## config.mk

```make
export PLATFORM = sky130hd
export DESIGN_NAME = platform_interrupt_controller
export DESIGN_NICKNAME = d
export VERILOG_FILES = /design/src/sv/pic_pkg.sv /design/src/sv/pic_front.sv /design/src/sv/pic_search.sv /design/src/sv/pic_back.sv /design/src/sv/platform_interrupt_controller.sv
export SDC_FILE = /design/constraint.sdc
export NUM_CORES = 1
export LEC_CHECK = 0
export BUFFER_PORTS_ARGS = -buffer_cell sky130_fd_sc_hd__buf_2
export CORE_MARGIN = 3
export CORE_UTILIZATION = 45
export DETAILED_ROUTE_END_ITERATION = 7
export MAX_ROUTING_LAYER = met4
export PLACE_DENSITY = 0.66
export SLEW_MARGIN = 25
export SYNTH_ARGS = -nofsm -noshare
export SYNTH_HDL_FRONTEND = slang
export SYNTH_HIERARCHICAL = 1
export SYNTH_SLANG_ARGS = --single-unit
export TNS_END_PERCENT = 10
```

## constraint.sdc

```tcl
create_clock -name clk_i -period 19.96 [get_ports clk_i]
set_clock_uncertainty 0.15 [all_clocks]
set_input_delay 2.994 -clock clk_i [delete_from_list [all_inputs] [get_ports clk_i]]
set_output_delay 2.994 -clock clk_i [all_outputs]
set_load 0.05 [all_outputs]
```

## src/sv/pic_pkg.sv

```systemverilog
// ----------------------------------------------------------------------------
// pic_pkg
// Shared types and constants of the platform interrupt controller: register
// map, bus op codes, decoded access kinds and the queued item format.
// ----------------------------------------------------------------------------
package pic_pkg;

  localparam int DATA_W  = 32;
  localparam int SEL_W   = 6;
  localparam int OP_W    = 2;
  localparam int ID_W    = 5;   // source IDs 0..31
  localparam int MAX_SRC = 32;

  localparam logic [OP_W-1:0] OP_WRITE = 2'd1;
  localparam logic [OP_W-1:0] OP_READ  = 2'd2;

  localparam logic [SEL_W-1:0] REG_ENABLE    = 6'd32;
  localparam logic [SEL_W-1:0] REG_THRESHOLD = 6'd33;
  localparam logic [SEL_W-1:0] REG_CLAIM     = 6'd34;

  typedef enum logic [3:0] {
    K_SAMPLE,
    K_WR_PRIO,
    K_WR_EN,
    K_WR_THR,
    K_COMPLETE,
    K_RD_PRIO,
    K_RD_EN,
    K_RD_THR,
    K_CLAIM
  } op_kind_e;

  typedef struct packed {
    op_kind_e          kind;
    logic [ID_W-1:0]   idx;
    logic [DATA_W-1:0] wdata;
    logic [DATA_W-1:0] lines;
  } item_t;

  typedef enum logic [1:0] {
    B_IDLE,
    B_SETTLE,
    B_RESOLVE
  } b_state_e;

endpackage

```

## src/sv/pic_front.sv

```systemverilog
// ----------------------------------------------------------------------------
// pic_front
// Accepts bus beats, decodes op and register select into an access kind and
// holds them in a two-entry queue for the execution side.
// ----------------------------------------------------------------------------
module pic_front (
  input  logic                         clk_i,
  input  logic                         rst_ni,
  input  logic                         in_valid_i,
  output logic                         in_stall_o,
  input  logic [pic_pkg::OP_W-1:0]     op_i,
  input  logic [pic_pkg::SEL_W-1:0]    reg_sel_i,
  input  logic [pic_pkg::DATA_W-1:0]   wdata_i,
  input  logic [pic_pkg::DATA_W-1:0]   irq_lines_i,
  output logic                         head_valid_o,
  output pic_pkg::item_t               head_o,
  input  logic                         pop_i
);

  pic_pkg::item_t   fifo_q [2];
  pic_pkg::item_t   item;
  logic             wr_ptr_q, rd_ptr_q;
  logic [1:0]       cnt_q;
  logic             push;

  always_comb begin
    item.kind  = pic_pkg::K_SAMPLE;
    item.idx   = reg_sel_i[pic_pkg::ID_W-1:0];
    item.wdata = wdata_i;
    item.lines = irq_lines_i;
    if (op_i == pic_pkg::OP_WRITE) begin
      if (reg_sel_i < pic_pkg::REG_ENABLE) begin
        item.kind = pic_pkg::K_WR_PRIO;
      end else begin
        case (reg_sel_i)
          pic_pkg::REG_ENABLE:    item.kind = pic_pkg::K_WR_EN;
          pic_pkg::REG_THRESHOLD: item.kind = pic_pkg::K_WR_THR;
          pic_pkg::REG_CLAIM:     item.kind = pic_pkg::K_COMPLETE;
          default:                item.kind = pic_pkg::K_SAMPLE;
        endcase
      end
    end else if (op_i == pic_pkg::OP_READ) begin
      if (reg_sel_i < pic_pkg::REG_ENABLE) begin
        item.kind = pic_pkg::K_RD_PRIO;
      end else begin
        case (reg_sel_i)
          pic_pkg::REG_ENABLE:    item.kind = pic_pkg::K_RD_EN;
          pic_pkg::REG_THRESHOLD: item.kind = pic_pkg::K_RD_THR;
          pic_pkg::REG_CLAIM:     item.kind = pic_pkg::K_CLAIM;
          default:                item.kind = pic_pkg::K_SAMPLE;
        endcase
      end
    end
  end

  assign in_stall_o   = (cnt_q == 2'd2);
  assign push         = in_valid_i && !in_stall_o;
  assign head_valid_o = (cnt_q != 2'd0);
  assign head_o       = fifo_q[rd_ptr_q];

  always_ff @(posedge clk_i) begin
    if (push) begin
      fifo_q[wr_ptr_q] <= item;
    end
  end

  always_ff @(posedge clk_i or negedge rst_ni) begin
    if (!rst_ni) begin
      wr_ptr_q <= 1'b0;
      rd_ptr_q <= 1'b0;
      cnt_q    <= 2'd0;
    end else begin
      if (push) begin
        wr_ptr_q <= ~wr_ptr_q;
      end
      if (pop_i) begin
        rd_ptr_q <= ~rd_ptr_q;
      end
      if (push && !pop_i) begin
        cnt_q <= cnt_q + 2'd1;
      end else if (pop_i && !push) begin
        cnt_q <= cnt_q - 2'd1;
      end
    end
  end

endmodule

```

## src/sv/pic_search.sv

```systemverilog
// ----------------------------------------------------------------------------
// pic_search
// Two-level priority search: groups of four candidates are resolved and
// registered, then the group winners are reduced to the best source ID.
// Ties go to the lowest ID.
// ----------------------------------------------------------------------------
module pic_search #(
  parameter int NSRC      = 32,
  parameter int PRIO_BITS = 3
) (
  input  logic                       clk_i,
  input  logic                       rst_ni,
  input  logic [NSRC-1:0]            cand_i,
  input  logic [PRIO_BITS-1:0]       prio_i [NSRC],
  output logic                       found_o,
  output logic [pic_pkg::ID_W-1:0]   best_id_o
);

  localparam int NGRP  = (NSRC + 3) / 4;
  localparam int NSLOT = NGRP * 4;

  logic [NSLOT-1:0]          cand_s;
  logic [PRIO_BITS-1:0]      prio_s [NSLOT];
  logic                      grp_v_d  [NGRP];
  logic [PRIO_BITS-1:0]      grp_p_d  [NGRP];
  logic [pic_pkg::ID_W-1:0]  grp_id_d [NGRP];
  logic                      grp_v_q  [NGRP];
  logic [PRIO_BITS-1:0]      grp_p_q  [NGRP];
  logic [pic_pkg::ID_W-1:0]  grp_id_q [NGRP];
  logic [PRIO_BITS-1:0]      best_p;

  always_comb begin
    cand_s = NSLOT'(cand_i);
    for (int s = 0; s < NSLOT; s++) begin
      prio_s[s] = '0;
    end
    for (int s = 0; s < NSRC; s++) begin
      prio_s[s] = prio_i[s];
    end
  end

  // first level: winner of each group of four, scanned upward
  always_comb begin
    for (int g = 0; g < NGRP; g++) begin
      grp_v_d[g]  = 1'b0;
      grp_p_d[g]  = '0;
      grp_id_d[g] = '0;
      for (int j = 0; j < 4; j++) begin
        if (cand_s[g*4+j] && (!grp_v_d[g] || prio_s[g*4+j] > grp_p_d[g])) begin
          grp_v_d[g]  = 1'b1;
          grp_p_d[g]  = prio_s[g*4+j];
          grp_id_d[g] = pic_pkg::ID_W'(g*4+j);
        end
      end
    end
  end

  always_ff @(posedge clk_i or negedge rst_ni) begin
    if (!rst_ni) begin
      for (int g = 0; g < NGRP; g++) begin
        grp_v_q[g] <= 1'b0;
      end
    end else begin
      for (int g = 0; g < NGRP; g++) begin
        grp_v_q[g] <= grp_v_d[g];
      end
    end
  end

  always_ff @(posedge clk_i) begin
    for (int g = 0; g < NGRP; g++) begin
      grp_p_q[g]  <= grp_p_d[g];
      grp_id_q[g] <= grp_id_d[g];
    end
  end

  // second level: reduce the registered group winners
  always_comb begin
    found_o   = 1'b0;
    best_p    = '0;
    best_id_o = '0;
    for (int g = 0; g < NGRP; g++) begin
      if (grp_v_q[g] && (!found_o || grp_p_q[g] > best_p)) begin
        found_o   = 1'b1;
        best_p    = grp_p_q[g];
        best_id_o = grp_id_q[g];
      end
    end
  end

endmodule

```

## src/sv/pic_back.sv

```systemverilog
// ----------------------------------------------------------------------------
// pic_back
// Execution side: holds priorities, enables, threshold, pending and
// in-service bits, carries out one queued access at a time, runs the claim
// search and drives the result register.
// ----------------------------------------------------------------------------
module pic_back #(
  parameter int NUM_SOURCES = 32,
  parameter int PRIO_BITS   = 3
) (
  input  logic                         clk_i,
  input  logic                         rst_ni,
  input  logic                         head_valid_i,
  input  pic_pkg::item_t               head_i,
  output logic                         pop_o,
  output logic                         out_valid_o,
  input  logic                         out_stall_i,
  output logic [pic_pkg::DATA_W-1:0]   rdata_o,
  output logic                         irq_out_o
);

  localparam int NSRC = (NUM_SOURCES < pic_pkg::MAX_SRC) ? NUM_SOURCES : pic_pkg::MAX_SRC;
  localparam int IDXW = $clog2(NSRC);
  localparam logic [NSRC-1:0] LIVE = {{(NSRC-1){1'b1}}, 1'b0};

  logic [PRIO_BITS-1:0]        prio_q [NSRC];
  logic [NSRC-1:0]             en_q, pend_q, insvc_q;
  logic [PRIO_BITS-1:0]        thr_q;
  logic                        claim_q;
  logic [pic_pkg::DATA_W-1:0]  res_rdata_q;
  logic                        out_valid_q, out_irq_q;
  logic [pic_pkg::DATA_W-1:0]  out_rdata_q;
  pic_pkg::b_state_e           state_q, state_d;

  logic                        do_access, do_claim, do_push, slot_free;
  logic [NSRC-1:0]             cand;
  logic                        found;
  logic [pic_pkg::ID_W-1:0]    best_id;
  logic                        sel_ok, cpl_ok;
  logic [IDXW-1:0]             sel_idx, best_idx;
  logic [pic_pkg::DATA_W-1:0]  rd_val;

  always_comb begin
    for (int n = 0; n < NSRC; n++) begin
      cand[n] = pend_q[n] && en_q[n] && LIVE[n] && (prio_q[n] > thr_q);
    end
  end

  pic_search #(
    .NSRC      (NSRC),
    .PRIO_BITS (PRIO_BITS)
  ) u_search (
    .clk_i     (clk_i),
    .rst_ni    (rst_ni),
    .cand_i    (cand),
    .prio_i    (prio_q),
    .found_o   (found),
    .best_id_o (best_id)
  );

  assign slot_free = !out_valid_q || !out_stall_i;
  assign sel_ok    = (int'(head_i.idx) < NSRC);
  assign sel_idx   = head_i.idx[IDXW-1:0];
  assign best_idx  = best_id[IDXW-1:0];
  assign cpl_ok    = (head_i.wdata[pic_pkg::DATA_W-1:pic_pkg::ID_W] == '0) &&
                     (int'(head_i.wdata[pic_pkg::ID_W-1:0]) < NSRC) &&
                     en_q[head_i.wdata[IDXW-1:0]];

  always_comb begin
    rd_val = '0;
    case (head_i.kind)
      pic_pkg::K_RD_PRIO: rd_val = sel_ok ? pic_pkg::DATA_W'(prio_q[sel_idx]) : '0;
      pic_pkg::K_RD_EN:   rd_val = pic_pkg::DATA_W'(en_q);
      pic_pkg::K_RD_THR:  rd_val = pic_pkg::DATA_W'(thr_q);
      default:            rd_val = '0;
    endcase
  end

  // next state
  always_comb begin
    state_d = state_q;
    case (state_q)
      pic_pkg::B_IDLE: begin
        if (head_valid_i) begin
          state_d = pic_pkg::B_SETTLE;
        end
      end
      pic_pkg::B_SETTLE: state_d = pic_pkg::B_RESOLVE;
      pic_pkg::B_RESOLVE: begin
        if (claim_q) begin
          state_d = pic_pkg::B_SETTLE;
        end else if (slot_free) begin
          state_d = pic_pkg::B_IDLE;
        end
      end
      default: state_d = pic_pkg::B_IDLE;
    endcase
  end

  // state outputs
  always_comb begin
    do_access = 1'b0;
    do_claim  = 1'b0;
    do_push   = 1'b0;
    case (state_q)
      pic_pkg::B_IDLE:    do_access = head_valid_i;
      pic_pkg::B_RESOLVE: begin
        do_claim = claim_q;
        do_push  = !claim_q && slot_free;
      end
      default: ;
    endcase
  end

  assign pop_o = do_access;

  always_ff @(posedge clk_i or negedge rst_ni) begin
    if (!rst_ni) begin
      state_q     <= pic_pkg::B_IDLE;
      for (int n = 0; n < NSRC; n++) begin
        prio_q[n] <= '0;
      end
      en_q        <= '0;
      thr_q       <= '0;
      pend_q      <= '0;
      insvc_q     <= '0;
      claim_q     <= 1'b0;
      out_valid_q <= 1'b0;
    end else begin
      state_q <= state_d;
      if (do_access) begin
        // sample lines first, then apply the access
        pend_q  <= pend_q | (head_i.lines[NSRC-1:0] & LIVE & ~insvc_q);
        claim_q <= (head_i.kind == pic_pkg::K_CLAIM);
        case (head_i.kind)
          pic_pkg::K_WR_PRIO: begin
            if (sel_ok && LIVE[sel_idx]) begin
              prio_q[sel_idx] <= head_i.wdata[PRIO_BITS-1:0];
            end
          end
          pic_pkg::K_WR_EN:  en_q  <= head_i.wdata[NSRC-1:0] & LIVE;
          pic_pkg::K_WR_THR: thr_q <= head_i.wdata[PRIO_BITS-1:0];
          pic_pkg::K_COMPLETE: begin
            if (cpl_ok) begin
              insvc_q[head_i.wdata[IDXW-1:0]] <= 1'b0;
            end
          end
          default: ;
        endcase
      end
      if (do_claim) begin
        claim_q <= 1'b0;
        if (found) begin
          pend_q[best_idx]  <= 1'b0;
          insvc_q[best_idx] <= 1'b1;
        end
      end
      if (do_push) begin
        out_valid_q <= 1'b1;
      end else if (!out_stall_i) begin
        out_valid_q <= 1'b0;
      end
    end
  end

  always_ff @(posedge clk_i) begin
    if (do_access) begin
      res_rdata_q <= rd_val;
    end else if (do_claim) begin
      res_rdata_q <= found ? pic_pkg::DATA_W'(best_id) : '0;
    end
    if (do_push) begin
      out_rdata_q <= res_rdata_q;
      out_irq_q   <= found;
    end
  end

  assign out_valid_o = out_valid_q;
  assign rdata_o     = out_rdata_q;
  assign irq_out_o   = out_irq_q;

endmodule

```

## src/sv/platform_interrupt_controller.sv

```systemverilog
// Accesses run one at a time: each passes the input queue, the access step, a
// settle state that waits for the registered group stage of the two-level priority
// search, and a resolve state that waits out an output stall; claim reads settle
// and resolve once more. A two-entry input queue and the result register let each
// side stall on its own. Reset: asynchronous, active low; all priorities, enables,
// threshold, pending and in-service bits clear at once, with no clearing pass.
// ----------------------------------------------------------------------------
// platform_interrupt_controller
// Single-context platform interrupt controller: decode queue in front,
// register file, claim/complete logic and priority search behind it.
// ----------------------------------------------------------------------------
module platform_interrupt_controller #(
  parameter int NUM_SOURCES = 32,
  parameter int PRIO_BITS   = 3
) (
  input  logic                         clk_i,
  input  logic                         rst_ni,
  input  logic                         in_valid_i,
  output logic                         in_stall_o,
  input  logic [pic_pkg::OP_W-1:0]     op_i,
  input  logic [pic_pkg::SEL_W-1:0]    reg_sel_i,
  input  logic [pic_pkg::DATA_W-1:0]   wdata_i,
  input  logic [pic_pkg::DATA_W-1:0]   irq_lines_i,
  output logic                         out_valid_o,
  input  logic                         out_stall_i,
  output logic [pic_pkg::DATA_W-1:0]   rdata_o,
  output logic                         irq_out_o
);

  logic            head_valid;
  logic            pop;
  pic_pkg::item_t  head;

  pic_front u_front (
    .clk_i        (clk_i),
    .rst_ni       (rst_ni),
    .in_valid_i   (in_valid_i),
    .in_stall_o   (in_stall_o),
    .op_i         (op_i),
    .reg_sel_i    (reg_sel_i),
    .wdata_i      (wdata_i),
    .irq_lines_i  (irq_lines_i),
    .head_valid_o (head_valid),
    .head_o       (head),
    .pop_i        (pop)
  );

  pic_back #(
    .NUM_SOURCES (NUM_SOURCES),
    .PRIO_BITS   (PRIO_BITS)
  ) u_back (
    .clk_i        (clk_i),
    .rst_ni       (rst_ni),
    .head_valid_i (head_valid),
    .head_i       (head),
    .pop_o        (pop),
    .out_valid_o  (out_valid_o),
    .out_stall_i  (out_stall_i),
    .rdata_o      (rdata_o),
    .irq_out_o    (irq_out_o)
  );

endmodule
```

## After elaboration in Yosys (flattened, before gate mapping)

Memories as Yosys holds them, arrays and structs flattened.
Index checks and enable logic that the tools add are counted.

| storage, ports and cells | value |
|---|---|
| bits in registers | 275 |
| memory bits (writable) | 210 |
| ROM bits | 32 |
| input bits | 76 |
| output and inout port bits | 35 |
| logic and storage cells | 496 |
| memories kept | 4 |

| operators by class | value |
|---|---|
| add/sub/neg operators | 2 |
| $lt $le $gt $ge | 69 |
| equal/unequal tests | 19 |
| muxes and demuxes | 162 |
| bitwise gates (word level) | 11 |
| reduce and logical (&&, ||, !) cells | 176 |

Memory list:

| memory | depth | bits a word | read ports | clocked after memory_dff | wr ports | RTL line | RTL |
|---|---|---|---|---|---|---|---|
| u_front.fifo_q | 2 | 73 | 1 | 0 | 1 | pic_front.sv:20 | `pic_pkg::item_t fifo_q [2];` |
| u_back.u_search.grp_id_q | 8 | 5 | 8 | 0 | 8 | pic_search.sv:29 | `logic [pic_pkg::ID_W-1:0] grp_id_q [NGRP];` |
| (name not given) | 32 | 1 | 1 | 0 | 0 | pic_back.sv:137 | `if (sel_ok && LIVE[sel_idx]) begin` |
| u_back.u_search.grp_p_q | 8 | 3 | 8 | 0 | 8 | pic_search.sv:28 | `logic [PRIO_BITS-1:0] grp_p_q [NGRP];` |

Operator list:

| operator | number |
|---|---|
| 32-bit 2-to-1 mux | 10 |
| 3-bit greater-than comparator | 61 |
| 5-bit 2-to-1 mux | 30 |
| 3-bit 2-to-1 mux | 45 |
| 1-bit logical AND | 100 |
| 32-bit AND | 3 |
| 96-bit bitwise mux | 1 |
| 32-bit NOT | 3 |
| 32-bit one-hot mux with 3 select lines | 1 |
| 32-bit OR | 2 |
| 1-bit 2-to-1 mux | 53 |
| 1-bit zero test | 36 |
| 1-bit logical OR | 31 |
| 4-bit 2-to-1 mux | 7 |
| 27-bit zero test | 1 |
| 6-bit == test, second input constant | 3 |
| 5-bit by 6-bit less-than comparator with 1-bit output, second input constant | 3 |
| 4-bit by 3-bit == test with 1-bit output, second input constant | 4 |
| 3-bit binary-select mux with 5-bit select | 1 |
| 3-bit demux with 5-bit select | 1 |
| 2-bit 2-to-1 mux | 7 |
| 4-bit one-hot mux with 3 select lines | 1 |
| 1-bit demux with 5-bit select | 2 |
| 5-bit by 1-bit >= comparator with 1-bit output, second input constant | 2 |
| other kinds (21) | 31 |

## Longest topological paths before layout

Gate-level depths: netlist (run 1).
An unclocked memory read counts as a cell.

| logic depth | value |
|---|---|
| word-level depth | 38 |
| mapped depth | 52 |
| mapped depth without buffers | 48 |

## Cells and area by module

Netlist (run 1), hierarchy kept.

By module, submodules not included:

| module | times used | cells an instance | area an instance (µm²) | sequential area each (µm²) |
|---|---|---|---|---|
| pic_back | 1 | 1140 | 13564.3 | 6856.6 |
| pic_search | 1 | 751 | 5853.1 | 1141.1 |
| pic_front | 1 | 258 | 5798.1 | 4484.3 |

## Worst setup path after synthesis (run 1)

OpenSTA, ideal clock, no wires.

| timing | value |
|---|---|
| path kind | register -> register |
| from | reg u_back/u_search/grp_v_q[7] in the netlist's numbering |
| to | reg u_back.insvc_q[8] |
| library setup time | 65 ps |
| data arrival time | 10102 ps |
| required time | 19745 ps |
| path slack | 9644 ps |
| cell stages (with the launch flop) | 51 |
| path buffers | 5 |
| period minus slack after synthesis | 10316 ps |
| path through | dfrtp_1 buf_2 nand2_1 ha_1 and3b_1 o211a_1 o221a_2 ha_1 a21oi_1 o21ai_0 o211ai_2 mux2_2 ha_1 nand2_1 o21a_1 o21ai_0 clkbuf_1 nor2_1 [... 15 more ...] a21oi_1 a32oi_1 o21ai_1 buf_2 o22a_1 o21ai_1 ha_1 a21oi_1 a32oi_1 o21ai_1 nand2_1 a211o_1 o221ai_1 buf_2 or3b_2 nor2_1 nand4b_1 o22a_1 |

| between the ends | value |
|---|---|
| word-level cells in the longest chain between the ends | 36 |
| elaborated cells between the ends (all ways) | 59 |
| those cells by class | order compare: 9; mux: 27; bitwise: 1; reduce/logical: 22 |

RTL lines:

| item | RTL line | RTL |
|---|---|---|
| start, declared | pic_search.sv:27 | `logic grp_v_q [NGRP];` |
| start signal, assigned by index | pic_search.sv:65 | `grp_v_q[g] <= grp_v_d[g];` |
| 3-bit 2-to-1 mux or 1-bit 2-to-1 mux (tied branches) | pic_search.sv:83 | `if (grp_v_q[g] && (!found_o \|\| grp_p_q[g] > best_p)) begin` |
| 3-bit greater-than comparator or 1-bit zero test (tied branches) | pic_search.sv:83 |  |
| 1-bit logical OR | pic_search.sv:83 |  |
| 1-bit logical AND | pic_search.sv:83 |  |
| 3-bit 2-to-1 mux or 1-bit 2-to-1 mux (tied branches) | pic_search.sv:83 |  |
| 3-bit greater-than comparator or 1-bit zero test (tied branches) | pic_search.sv:83 |  |
| 1-bit logical OR | pic_search.sv:83 |  |
| 1-bit logical AND | pic_search.sv:83 |  |
| [... 21 more ...] | -- |  |
| net u_back.best_id, one bit | pic_back.sv:38 | `logic [pic_pkg::ID_W-1:0] best_id;` |
| 5-bit by 6-bit less-than comparator with 1-bit output (implied by the code) or 5-bit by 1-bit >= comparator with 1-bit output (tied branches) | pic_back.sv:155 | `insvc_q[best_idx] <= 1'b1;` |
| 1-bit logical AND (implied by the code) | pic_back.sv:155 |  |
| 1-bit 2-to-1 mux (implied by the code) | pic_back.sv:155 |  |
| 1-bit demux with 5-bit select * | -- |  |
| 32-bit OR (no line) * | -- |  |
| 32-bit 2-to-1 mux * | pic_back.sv:153 | `if (found) begin` |
| 32-bit 2-to-1 mux * | pic_back.sv:151 | `if (do_claim) begin` |
| end signal, assigned | pic_back.sv:126 | `insvc_q <= '0;` |
| end signal, assigned by index | pic_back.sv:145 | `insvc_q[head_i.wdata[IDXW-1:0]] <= 1'b0;` |
| end signal, assigned by index | pic_back.sv:155 |  |
| end, declared | pic_back.sv:27 | `logic [NSRC-1:0] en_q, pend_q, insvc_q;` |

The timed path passes the listed nets; every way through them passes the cells marked *.
A chain may end at the register's enable or synchronous reset.

## Final worst setup path (run 1)

Ends and elaborated chain as after synthesis.

==> impl.org, run 1 <==
** Worst setup path
- STA classifies the critical path startpoint as a flip-flop.
- In this run the critical register-to-register path is captured at u_back/insvc_q[8].
- CP Max Fanout :: 15
- Kind of capture point of the worst setup path :: flip-flop
- In this run the critical register-to-register path is launched from u_back/u_search/grp_v_q[7].
- Following the worst setup path forward leads to its endpoint at u_back/insvc_q[8].
- The largest individual stage delay along the critical path comes from the cell o21ai_1.
- At the worst endpoint, the required time is roughly 20 ns.
- Delay of the slowest cell on the worst path :: between 0.6 and 0.7 ns
- For flop-to-flop paths, the worst setup slack is a little under 7 ns.
- Worst R2R Path Depth :: 48
- Type of the setup path with the least slack :: flip-flop to flip-flop
- Data arrival time of the critical path :: between 10 and 15 ns
- CP most frequent cell :: ha_1
- Launch point of the critical path :: u_back/u_search/grp_v_q[7]

** Clocking
- Once the clock tree was built, the resizer swapped 0 gates to a different size.
- For this design, the CTS-stage hold fixing added 0 buffers.
- The tree is rooted in a clkbuf_16.
- Sink Count :: approximately 460
- Total CTS buffers :: 49
- The clock tree synthesis step divided the H-tree into 2 levels.
- After clock tree synthesis, the clock-pin slew on the worst setup and hold paths is roughly 0.06 ns.
- Clock latency of the later-clocked register in the worst-skew pair :: just over 0.6 ns
- Once the clock tree was built, the setup fixing pass inserted 0 buffers.
- Maximum root-to-sink buffer count :: 3
- TritonCTS built the clock tree.

** Timing
- Final slew viol count :: 0
- Upper clock frequency limit :: slightly below 0.08 GHz
- Final setup viols :: 0
- Actual slew at the worst max-slew pin :: ~1.1 ns
- Final setup TNS :: 0 ns
- The final-report hold violation count came to 0.
- The routed design could run at a clock period as short as roughly 13 ns.
- Worst hold slack :: approximately 0.26 ns
- Final period utilization :: 65.2%
- Setup repair after global routing left no endpoint under its margin.
- Worst slew margin relative to its limit :: roughly 25%

** Routing
- Overall via count from detail_route :: about 18,000
- Wire length per cell after detailed routing :: 22.0 um
- Drt first-iter violations :: approximately 1,500
- Number of remaining DRC errors :: 0
- Detailed Routing Iterations Pass 1 :: 6
- Number of nets still failing antenna checks after routing :: 0
- Total routed wirelength :: about 67 mm
- After detailed routing, the number of vias per cell comes to about 6.

** Pwr
- In this run the static leakage power is around 12 nW.
- In this run the power density over the cells is between 150 and 200 nW/um2.
- VDD sags by at most about 0.00013 V.

** Die
- The region available for standard cell placement spans around 55,000 um2.
- Starting density of the core :: around 46%
- Site row count :: 86
- The die covers between 50,000 and 60,000 um2.
- Chip Height :: ~240 um
- Pin placement for this block handled between 100 and 150 I/O pins.
- The die is between 200 and 250 um wide.

** Place
- Summing all placed instances gives a cell area of 26,500 um2.
- After legalization and detailed placement, the total HPWL measured 47.8 mm.
- Port buffering added ~110 buffers.
- Last weighted congestion value of the routability-driven placer :: around 0.93

** GRT
- The number of global-route vias before repair came to approximately 18,000.
- Number of antenna violations at the first check in global routing :: 2
- Grt total ovfl :: 0
- The first global-routing pass estimated ~100 mm of wire.
- Largest net degree at the start of global routing :: 82
- Total track usage :: a little under a quarter

** Run
- The tool flagged a number of max-cap violations equal to 0.

** Synth
- Summing every instance area after synthesis gives 25,100 um2.
- For this run, the number of Yosys warnings is 6.
- The number of nets in the synthesized netlist is between 2,000 and 2,500.
- Gate count after technology mapping :: between 2,000 and 2,500
- The average instance in the mapped netlist occupies around 12 um2.

** Finish
- Utilization after layout :: 51.4%
- Finished Cell Area :: between 20,000 and 30,000 um2
- Layout area overhead :: 12.8%
- At the end of the flow, the number of nets in the layout was between 2,000 and 3,000.
- In the final layout, the share of cells above drive strength 1 is between 20% and 30%.

** Outcome
- The flow ran to the end, and the final reports show no timing, DRC or antenna violations.

** Min path
- The min-delay analysis places its worst path in the category flip-flop to flip-flop.
-- where the power goes --
group | internal [mW] | total (mW) | switching (mW)
Sequential | 1.30 | 1.54 | 0.239
Clock | 0.578 | 0.966 | 0.387
Combinational | 0.815 | 2.07 | 1.25
Total | 2.69 | 4.57 | 1.88
-- per-stage QoR --
step                      setup slack (ns)  cells  power, mW
final                                 6.95   3052       4.57
after global routing                  6.04   3052       4.86
after CTS                             7.12   3047       4.54
after detailed placement              7.18   2955       3.56
after global placement                7.18   2955       3.47
after floorplan                       9.64   2146       2.94
-- layer usage --
layer,wire length (um),GRT usage [%]
met5,0,-
met4,2270,8.12
met3,3760,2.84
met2,32100,37.8
met1,28900,30.4
-- registers in the layout (all words and copies together), names as in the netlist --
register                  cells
u_back/claim_q                1
u_back/en_q                  31
u_back/insvc_q               31
u_back/irq_out_o              1
u_back/out_valid_o            1
u_back/pend_q                31
u_back/prio_q                96
u_back/rdata_o               32
u_back/res_rdata_q           32
u_back/state_q                2
u_back/thr_q                  3
u_back/u_search/grp_id_q     23
u_back/u_search/grp_p_q      24
u_back/u_search/grp_v_q       8
u_front/cnt_q                 2
u_front/fifo_q              144
u_front/rd_ptr_q              1
u_front/wr_ptr_q              1
-- layout make-up --
type	instances	area [um2]
tap	748	936
sequential	464	12400
fill	4767	26800
clock buffer	65	1370
clock inverter	27	377
inverter	208	781
timing repair buffer	134	813
multi-input combinational	1405	11700
antenna	1	2.50
-- critical path: cells and delay by family, from the launching register on --
family / cells / cell delay [ns]
AO/OA/AOI/OAI: 26 / 6.74
adder cells (fa/ha/maj): 7 / 2.20
AND/OR/NAND/NOR: 10 / 1.93
multiplexers: 2 / 0.70
buffers and inverters: 3 / 0.61
flip-flops: 1 / 0.58
-- worst min-delay path by stage --
stage,depth (start not counted),end,startpoint
6_report,0,u_back/prio_q[95],u_back/prio_q[95]
5_1_grt,0,u_back/rdata_o[5],u_back/res_rdata_q[5]
4_1_cts,0,u_back/prio_q[95],u_back/prio_q[95]
3_5_place_dp,0,u_back/prio_q[95],u_back/prio_q[95]
3_3_place_gp,0,u_back/prio_q[95],u_back/prio_q[95]
2_1_floorplan,0,u_back/rdata_o[0],u_back/res_rdata_q[0]
-- placed cells by master, fill, tap and decap left out, drive strengths merged, types with 8 or more instances in the layout --
cell type  instances
a211o              8
a21boi             8
a21o              41
a21oi             73
a22oi             13
a311oi            32
a31oi             62
a32o               9
a32oi             11
and2              52
and3              15
buf              133
clkbuf            66
clkinv            13
dfrtp            208
dfxtp             47
edfxtp           209
ha               187
inv              212
mux2             228
mux4              30
nand2            152
nand2b            25
nand3             47
nand3b            13
nor2             122
nor2b             20
nor3              12
nor4              12
o2111ai           10
o211a              9
o211ai            24
o21ai             64
o221ai             8
o22a              21
o32a              12
or3               17
(Power assumes the default switching activity.)
==> run 2, diff against run 1 <==
Settings changed: ABC_AREA set to 1.
Clock period 19.96 ns to 12.3 ns, I/O delays scaled along.
==> impl.org, run 2 <==
** Timing
- Worst slew margin relative to its limit :: around 25%
- Final setup viols :: 0
- Final slew viol count :: 0
- The final-report hold violation count is 0.
- Summed over all failing endpoints, the final setup total negative slack is 0 ns.
- Actual slew at the worst max-slew pin :: ~1.1 ns
- Setup repair after global routing left no endpoint under its margin.
- Final period utilization :: between 80% and 90%
- The clock period could shrink to ~11 ns.
- Upper clock frequency limit :: around 0.093 GHz

** Worst setup path
- Along the worst path, the maximum fanout reaches 11.
- Data arrival time of the critical path :: 11.07 ns
- Launch point of the critical path :: u_back/u_search/grp_v_q[7]
- The largest individual stage delay along the critical path comes from the cell o21bai_1.
- In this run the critical register-to-register path is launched from u_back/u_search/grp_v_q[7].
- Kind of capture point of the worst setup path :: flip-flop
- By startpoint and endpoint, the worst setup path is classified as flip-flop to flip-flop.
- Delay of the slowest cell on the worst path :: about 0.64 ns
- Worst EP required :: 12.63 ns
- The cell that appears most often on the critical path is nand2_1.
- Crit start category :: flip-flop

** GRT
- Grt total ovfl :: 0
- Global-route wire length before repair :: between 100 and 150 mm
- The number of global-route vias before repair came to ~19,000.
- Entering global routing, the biggest net connects 73 pins.
- Number of antenna violations at the first check in global routing :: 0
- Total track usage :: a little under a quarter

** Clocking
- Post-CTS resize count :: 0
- The later pin in the worst-skew pair is clocked with a latency of 0.61 ns.
- Clock slew at the register clock pins of the worst setup and hold paths :: 0.06 ns
- The clock passes through at most 3 buffers.
- Post-CTS Setup Bufs :: 0
- TritonCTS built the clock tree.
- CTS root buf :: clkbuf_16
- Sink Count :: ~460
- TritonCTS created 49 clock buffers.
- The H-tree was split into 2 levels.
- Hold Buf Count CTS :: 0

** Outcome
- Run status :: complete, no violations

** Die
- Chip Height :: ~240 um
- I/O pins :: 111
- Starting density of the core :: between 40 and 50%
- Die boundary width :: between 200 and 250 um
- Core box area :: roughly 54,000 um2
- Row generation in the floorplan step produced 85 rows.
- The floorplan step defined a die boundary enclosing about 58,000 um2.

** Finish
- Top register by number of flip-flops :: u_front/fifo_q
- Flip-flop count of the largest register after layout :: 144
- Compared with the post-synthesis result, the final layout area differs by 12.6%.
- Leaving out fill and tap cells, the most frequent cell in the layout is nand2_1.
- At the end of the flow, the number of nets in the layout was just over 3,000.
- The post-route netlist has between 10 and 15% of its cells at a drive strength greater than 1.
- Diodes inserted :: 0
- Top Registers :: u_front/fifo_q x144, u_back/prio_q x96
- Fill cells in the final layout number roughly 4,900.
- Leading cell types in the layout, fill and taps excluded :: nand2_1, inv_1, o21ai_0

** Pwr
- Clock power share :: between 10% and 20%
- VDD sags by at most approximately 0.00018 V.
- Gate power share :: between 50% and 60%
- Switching Power :: 3.71 mW
- Internal power comes to 4.42 mW.
- Power spread over the standard cell area amounts to approximately 290 nW/um2.
- Net switching is 45.6% of the power.
- Reported leakage power :: about 13 nW
- Power comes to about 8 mW.
- In this run, flip-flops and latches consume 29.8% of the power.

** Routing
- Wires add up to approximately 66 mm.
- Overall via count from detail_route :: 19,500
- After detailed routing, the met2 layer carries ~32 mm of wire.
- Once detail routing completed, the nets flagged for antenna violations numbered 0.
- Max Used Layer :: met4
- In the final routing, the length of wire on met1 measures about 28 mm.
- Detailed Routing Iterations Pass 1 :: 5
- Number of remaining DRC errors :: 0
- In the detailed route, the total length drawn on met3 is ~3.8 mm.
- The detailed router finished its first iteration with ~1,800 violations.
- Wire length per cell after detailed routing :: about 18 um
- Using the TritonRoute via totals, the vias-per-cell ratio works out to approximately 5.4.

** Synth
- Gate count after technology mapping :: 2,719
- The Yosys step of the flow raised 6 warnings.
- The synthesized netlist occupies a cell area of 24,600 um2.
- Avg Synthesized Cell Area :: a little over 9 um2

** Run
- Max Cap Viol :: 0

** Place
- Detailed placement ended at an HPWL of approximately 48 mm.
- Port buffer count :: between 100 and 150
- Last weighted congestion value of the routability-driven placer :: between 0.9 and 1

** Min path
- Min-Delay Path Class :: flip-flop to flip-flop
- In this run the most critical hold path is launched from u_back/prio_q[93].
run 2: layer usage:
| metal | vias up | track usage [%] |
|---|---|---|
| li1 | 9423 | - |
| met5 | - | - |
| met2 | 629 | 39.0 |
| met1 | 9246 | 29.9 |
| met4 | 0 | 9.42 |
| met3 | 168 | 3.02 |
run 2: worst paths after layout:
kind / endpoint / slack, ns / cells after the start
max in group asynchronous: u_back/prio_q[30] / 9.85 / 3
worst min-delay path: u_back/prio_q[93] / 0.26 / 0
worst max-delay path: u_back/pend_q[13] / 1.56 / 64
min in group asynchronous: u_front/wr_ptr_q / 1.07 / 1
worst min register to register: u_back/prio_q[93] / 0.26 / 0
worst max register to register: u_back/pend_q[13] / 1.56 / 64
run 2: power groups by stage:
stage                     clock [mW]  sequential [mW]  combinational (mW)
after floorplan                    0             2.45                2.86
after global placement             0             2.43                3.84
after detailed placement           0             2.45                4.06
after CTS                       1.61             2.42                4.08
after global routing            1.67             2.46                4.61
final                           1.58             2.42                4.13
run 2: per-stage QoR:
stage	instances	worst slack [ns]	instance area [um2]	hold WS, ns	util, %
after floorplan	2725	3.39	24700	0.250	-
after detailed placement	3486	1.67	26000	0.250	48.0
final	3578	1.56	27700	0.262	51.3
after CTS	3577	1.64	27700	0.264	51.3
after global routing	3578	0.389	27700	0.274	51.3
after global placement	3486	1.89	25900	0.244	48.0
run 2: cell type report:
cell class              instances  area (um2)  share of cell area [%]
clock inverters                30         422                    1.52
repair buffers                129         728                    2.63
multi-input cells            1949       11000                    39.8
inverters                     249         936                    3.37
well taps                     696         871                    3.14
flip-flops and latches        464       12400                    44.8
clock buffers                  61        1320                    4.76
run 2: critical path: cells and delay by family (launching register included):
family | cells | cell delay [ns]
AND/OR/NAND/NOR | 34 | 4.18
AO/OA/AOI/OAI | 17 | 2.75
adder cells (fa/ha/maj) | 7 | 2.28
buffers and inverters | 6 | 0.77
flip-flops | 1 | 0.47
==> run 3, diff against run 2 <==
==> constraint.sdc (replaced) <==
create_clock -name clk_i -period 12.3 [get_ports clk_i]
set_clock_uncertainty 0.15 [all_clocks]
set_input_delay 2.46 -clock clk_i [delete_from_list [all_inputs] [get_ports clk_i]]
set_output_delay 2.46 -clock clk_i [all_outputs]
set_load 0.05 [all_outputs]
==> impl.org, run 3 (synthesis gave the netlist of run 2 again) <==
** Min path
- Hold Startpoint :: u_back/prio_q[94]
- Min-Delay Path Class :: flip-flop to flip-flop
- The worst hold path passes through 0 cells.
- For hold timing, the worst endpoint is u_back/prio_q[94].

** Clocking
- The number of hold buffers added after CTS was 0.
- Counting every sink on the clock net gives ~460.
- In this run the post-CTS setup repair buffer count came out at 0.
- Clock-pin slew was measured on the worst setup and hold paths at ~0.060 ns.
- Buffers inserted during clock tree synthesis total 48.
- The root buffer cell chosen for the clock tree is clkbuf_16.
- Gates resized during post-CTS repair numbered 0.
- H-tree depth reported by CTS :: 2
- Counting along the longest clock path gives a buffer depth of 3.
- The clock reaches the later pin of the worst-skew pair after slightly below 0.6 ns.
- TritonCTS built the clock tree.

** Routing
- Number of remaining DRC errors :: 0
- Total routed wirelength :: roughly 66 mm
- Overall via count from detail_route :: 19,600
- Number of nets still failing antenna checks after routing :: 0
- In the final routed layout, each cell accounts on average for approximately 18 um.
- Using the TritonRoute via totals, the vias-per-cell ratio works out to around 5.5.
- After the first detailed-routing iteration, the DRC count stood at 1,500.
- Detailed Routing Iterations Pass 1 :: 7

** Place
- Last weighted congestion value of the routability-driven placer :: 0.926
- Count of placed standard cells including taps :: around 3,500
- During placement, the flow inserted port buffers numbering roughly 110.
- Post-Place Worst Slack :: about 1.7 ns
- After detailed placement, the total cell area comes to around 26,000 um2.
- Once detailed placement completed, the half-perimeter wirelength came to approximately 47 mm.

** GRT
- Grt total ovfl :: 0
- Total track usage :: 23.5%
- The first global-routing pass estimated about 100 mm of wire.
- The number of global-route vias before repair is ~19,000.
- The number of antenna violations at the first check in global routing came to 1.
- Entering global routing, the biggest net connects 85 pins.

** Timing
- Setup repair after global routing left no endpoint under its margin.
- The final count of pins violating max slew came to 0.
- In the finished design, the share of the clock period the worst path needs comes to between 80% and 90%.
- After routing, the total negative slack on setup checks comes to 0 ns.
- Worst Setup Slack, final :: 1.56 ns
- Measured against its own limit, the worst slew margin works out to roughly 26%.
- Count of final hold-check violations :: 0
- For this run, the top clock speed supported by timing is between 0.09 and 0.1 GHz.
- Actual slew at the worst max-slew pin :: about 1.1 ns
- The worst path in the final design needs a cycle of approximately 11 ns, including I/O delays and setup.
- Hold timing on the final database bottoms out at a slack of 0.257 ns.
- Final setup viols :: 0

** Worst setup path
- Of all nets on the critical path, the largest fanout is 11.
- Type of the setup path with the least slack :: flip-flop to flip-flop
- STA classifies the critical path endpoint as a flip-flop.
- Beginning of the worst register-to-register path :: u_back/u_search/grp_v_q[7]
- Crit start category :: flip-flop
- The slowest stage of the critical path belongs to the cell o21bai_1.
- The worst register-to-register path ends at u_back/pend_q[13].
- STA puts the critical path data arrival time at 11.06 ns.
- The most numerous cell type found on the critical path is nand2_1.
- Worst EP required :: between 10 and 15 ns
- Worst R2R Path Depth :: 63
- Worst setup slack for register-to-register paths :: between 1.5 and 2 ns
- Delay of the slowest cell on the worst path :: ~0.65 ns

** Pwr
- In this run the power density over the cells is ~290 nW/um2.
- Max VDD drop :: about 0.00016 V
- Summed over all cells, the static leakage comes to ~13 nW.
- Power consumption :: 7.94 mW

** Finish
- Counting the fill cells in the layout gives approximately 4,900.
- The count of cells in the finished layout, fillers not included, comes to approximately 3,600.
- Total area of multi-input combinational cells :: between 10,000 and 15,000 um2
- For this run, the post-layout net count is between 3,000 and 4,000.
- The post-route netlist has a little over a tenth of its cells at a drive strength greater than 1.
- Most common cell after layout, fill and taps aside :: nand2_1
- Ranked by flip-flop count, first place goes to u_front/fifo_q.
- Layout area overhead :: 11.5%
- Flip-flop count of the largest register after layout :: approximately 140
- Leaving out fill and tap cells, the most frequent cells in the layout are nand2_1, inv_1, o21ai_0.
- After routing the design area is approximately 27,000 um2.
- Cells fill 50.9% of the core in the end.
- Register Area :: 12,400 um2
- The largest registers in the layout are u_front/fifo_q x144, u_back/prio_q x96.

** Die
- Core box area :: 54,000 um2
- Area of the die :: 57,600 um2
- Chip Height :: about 240 um
- Site row count :: 85
- For this configuration, the core starts out at a cell density of a little under half.
- I/O pins :: 111
- The die is between 200 and 250 um wide.

** Run
- Max-cap violations in this run came to 0.

** Outcome
- Run status :: complete, no violations
[run 3: metal layers]
layer  vias up  part of all wire, %  track usage [%]
li1       9408                    -                -
met1      9346                   42             29.7
met2       650                   47             38.1
met3       153                  6.1             3.31
met4         0                  4.6             10.4
met5         -                    0                -
[run 3: area by class of cell]
type	instances	share of cell area, %
antenna	1	0.00911
multi-input combinational	1949	40.1
inverter	249	3.41
timing repair buffer	126	2.48
clock buffer	61	4.81
clock inverter	28	0.761
sequential	464	45.2
tap	696	3.17
[run 3: power by group]
part / switching (mW) / internal, mW / total (mW)
clock network: 0.604 / 0.805 / 1.41
logic: 2.74 / 1.35 / 4.09
registers: 0.323 / 2.13 / 2.45
total: 3.67 / 4.28 / 7.94
[run 3: worst max-delay path, delay by kind of cell (launching register included)]
family	cells	cell delay [ns]
fa+ha+maj	7	2.26
compound gates	18	2.88
flops	1	0.48
simple gates	33	4.28
buf+inv	5	0.59
[run 3: how the worst max path moves through the flow]
stage / end / slack [ns] / start / depth (start not counted)
after floorplan: u_back/pend_q[10] / 3.39 / u_back/u_search/grp_v_q[7] / 68
after global placement: u_back/pend_q[26] / 1.86 / u_back/u_search/grp_v_q[7] / 65
after detailed placement: u_back/pend_q[13] / 1.68 / u_back/u_search/grp_v_q[7] / 63
after CTS: u_back/pend_q[13] / 1.64 / u_back/u_search/grp_v_q[7] / 63
after global routing: u_back/pend_q[13] / 0.67 / u_back/u_search/grp_v_q[7] / 64
final: u_back/pend_q[13] / 1.56 / u_back/u_search/grp_v_q[7] / 63
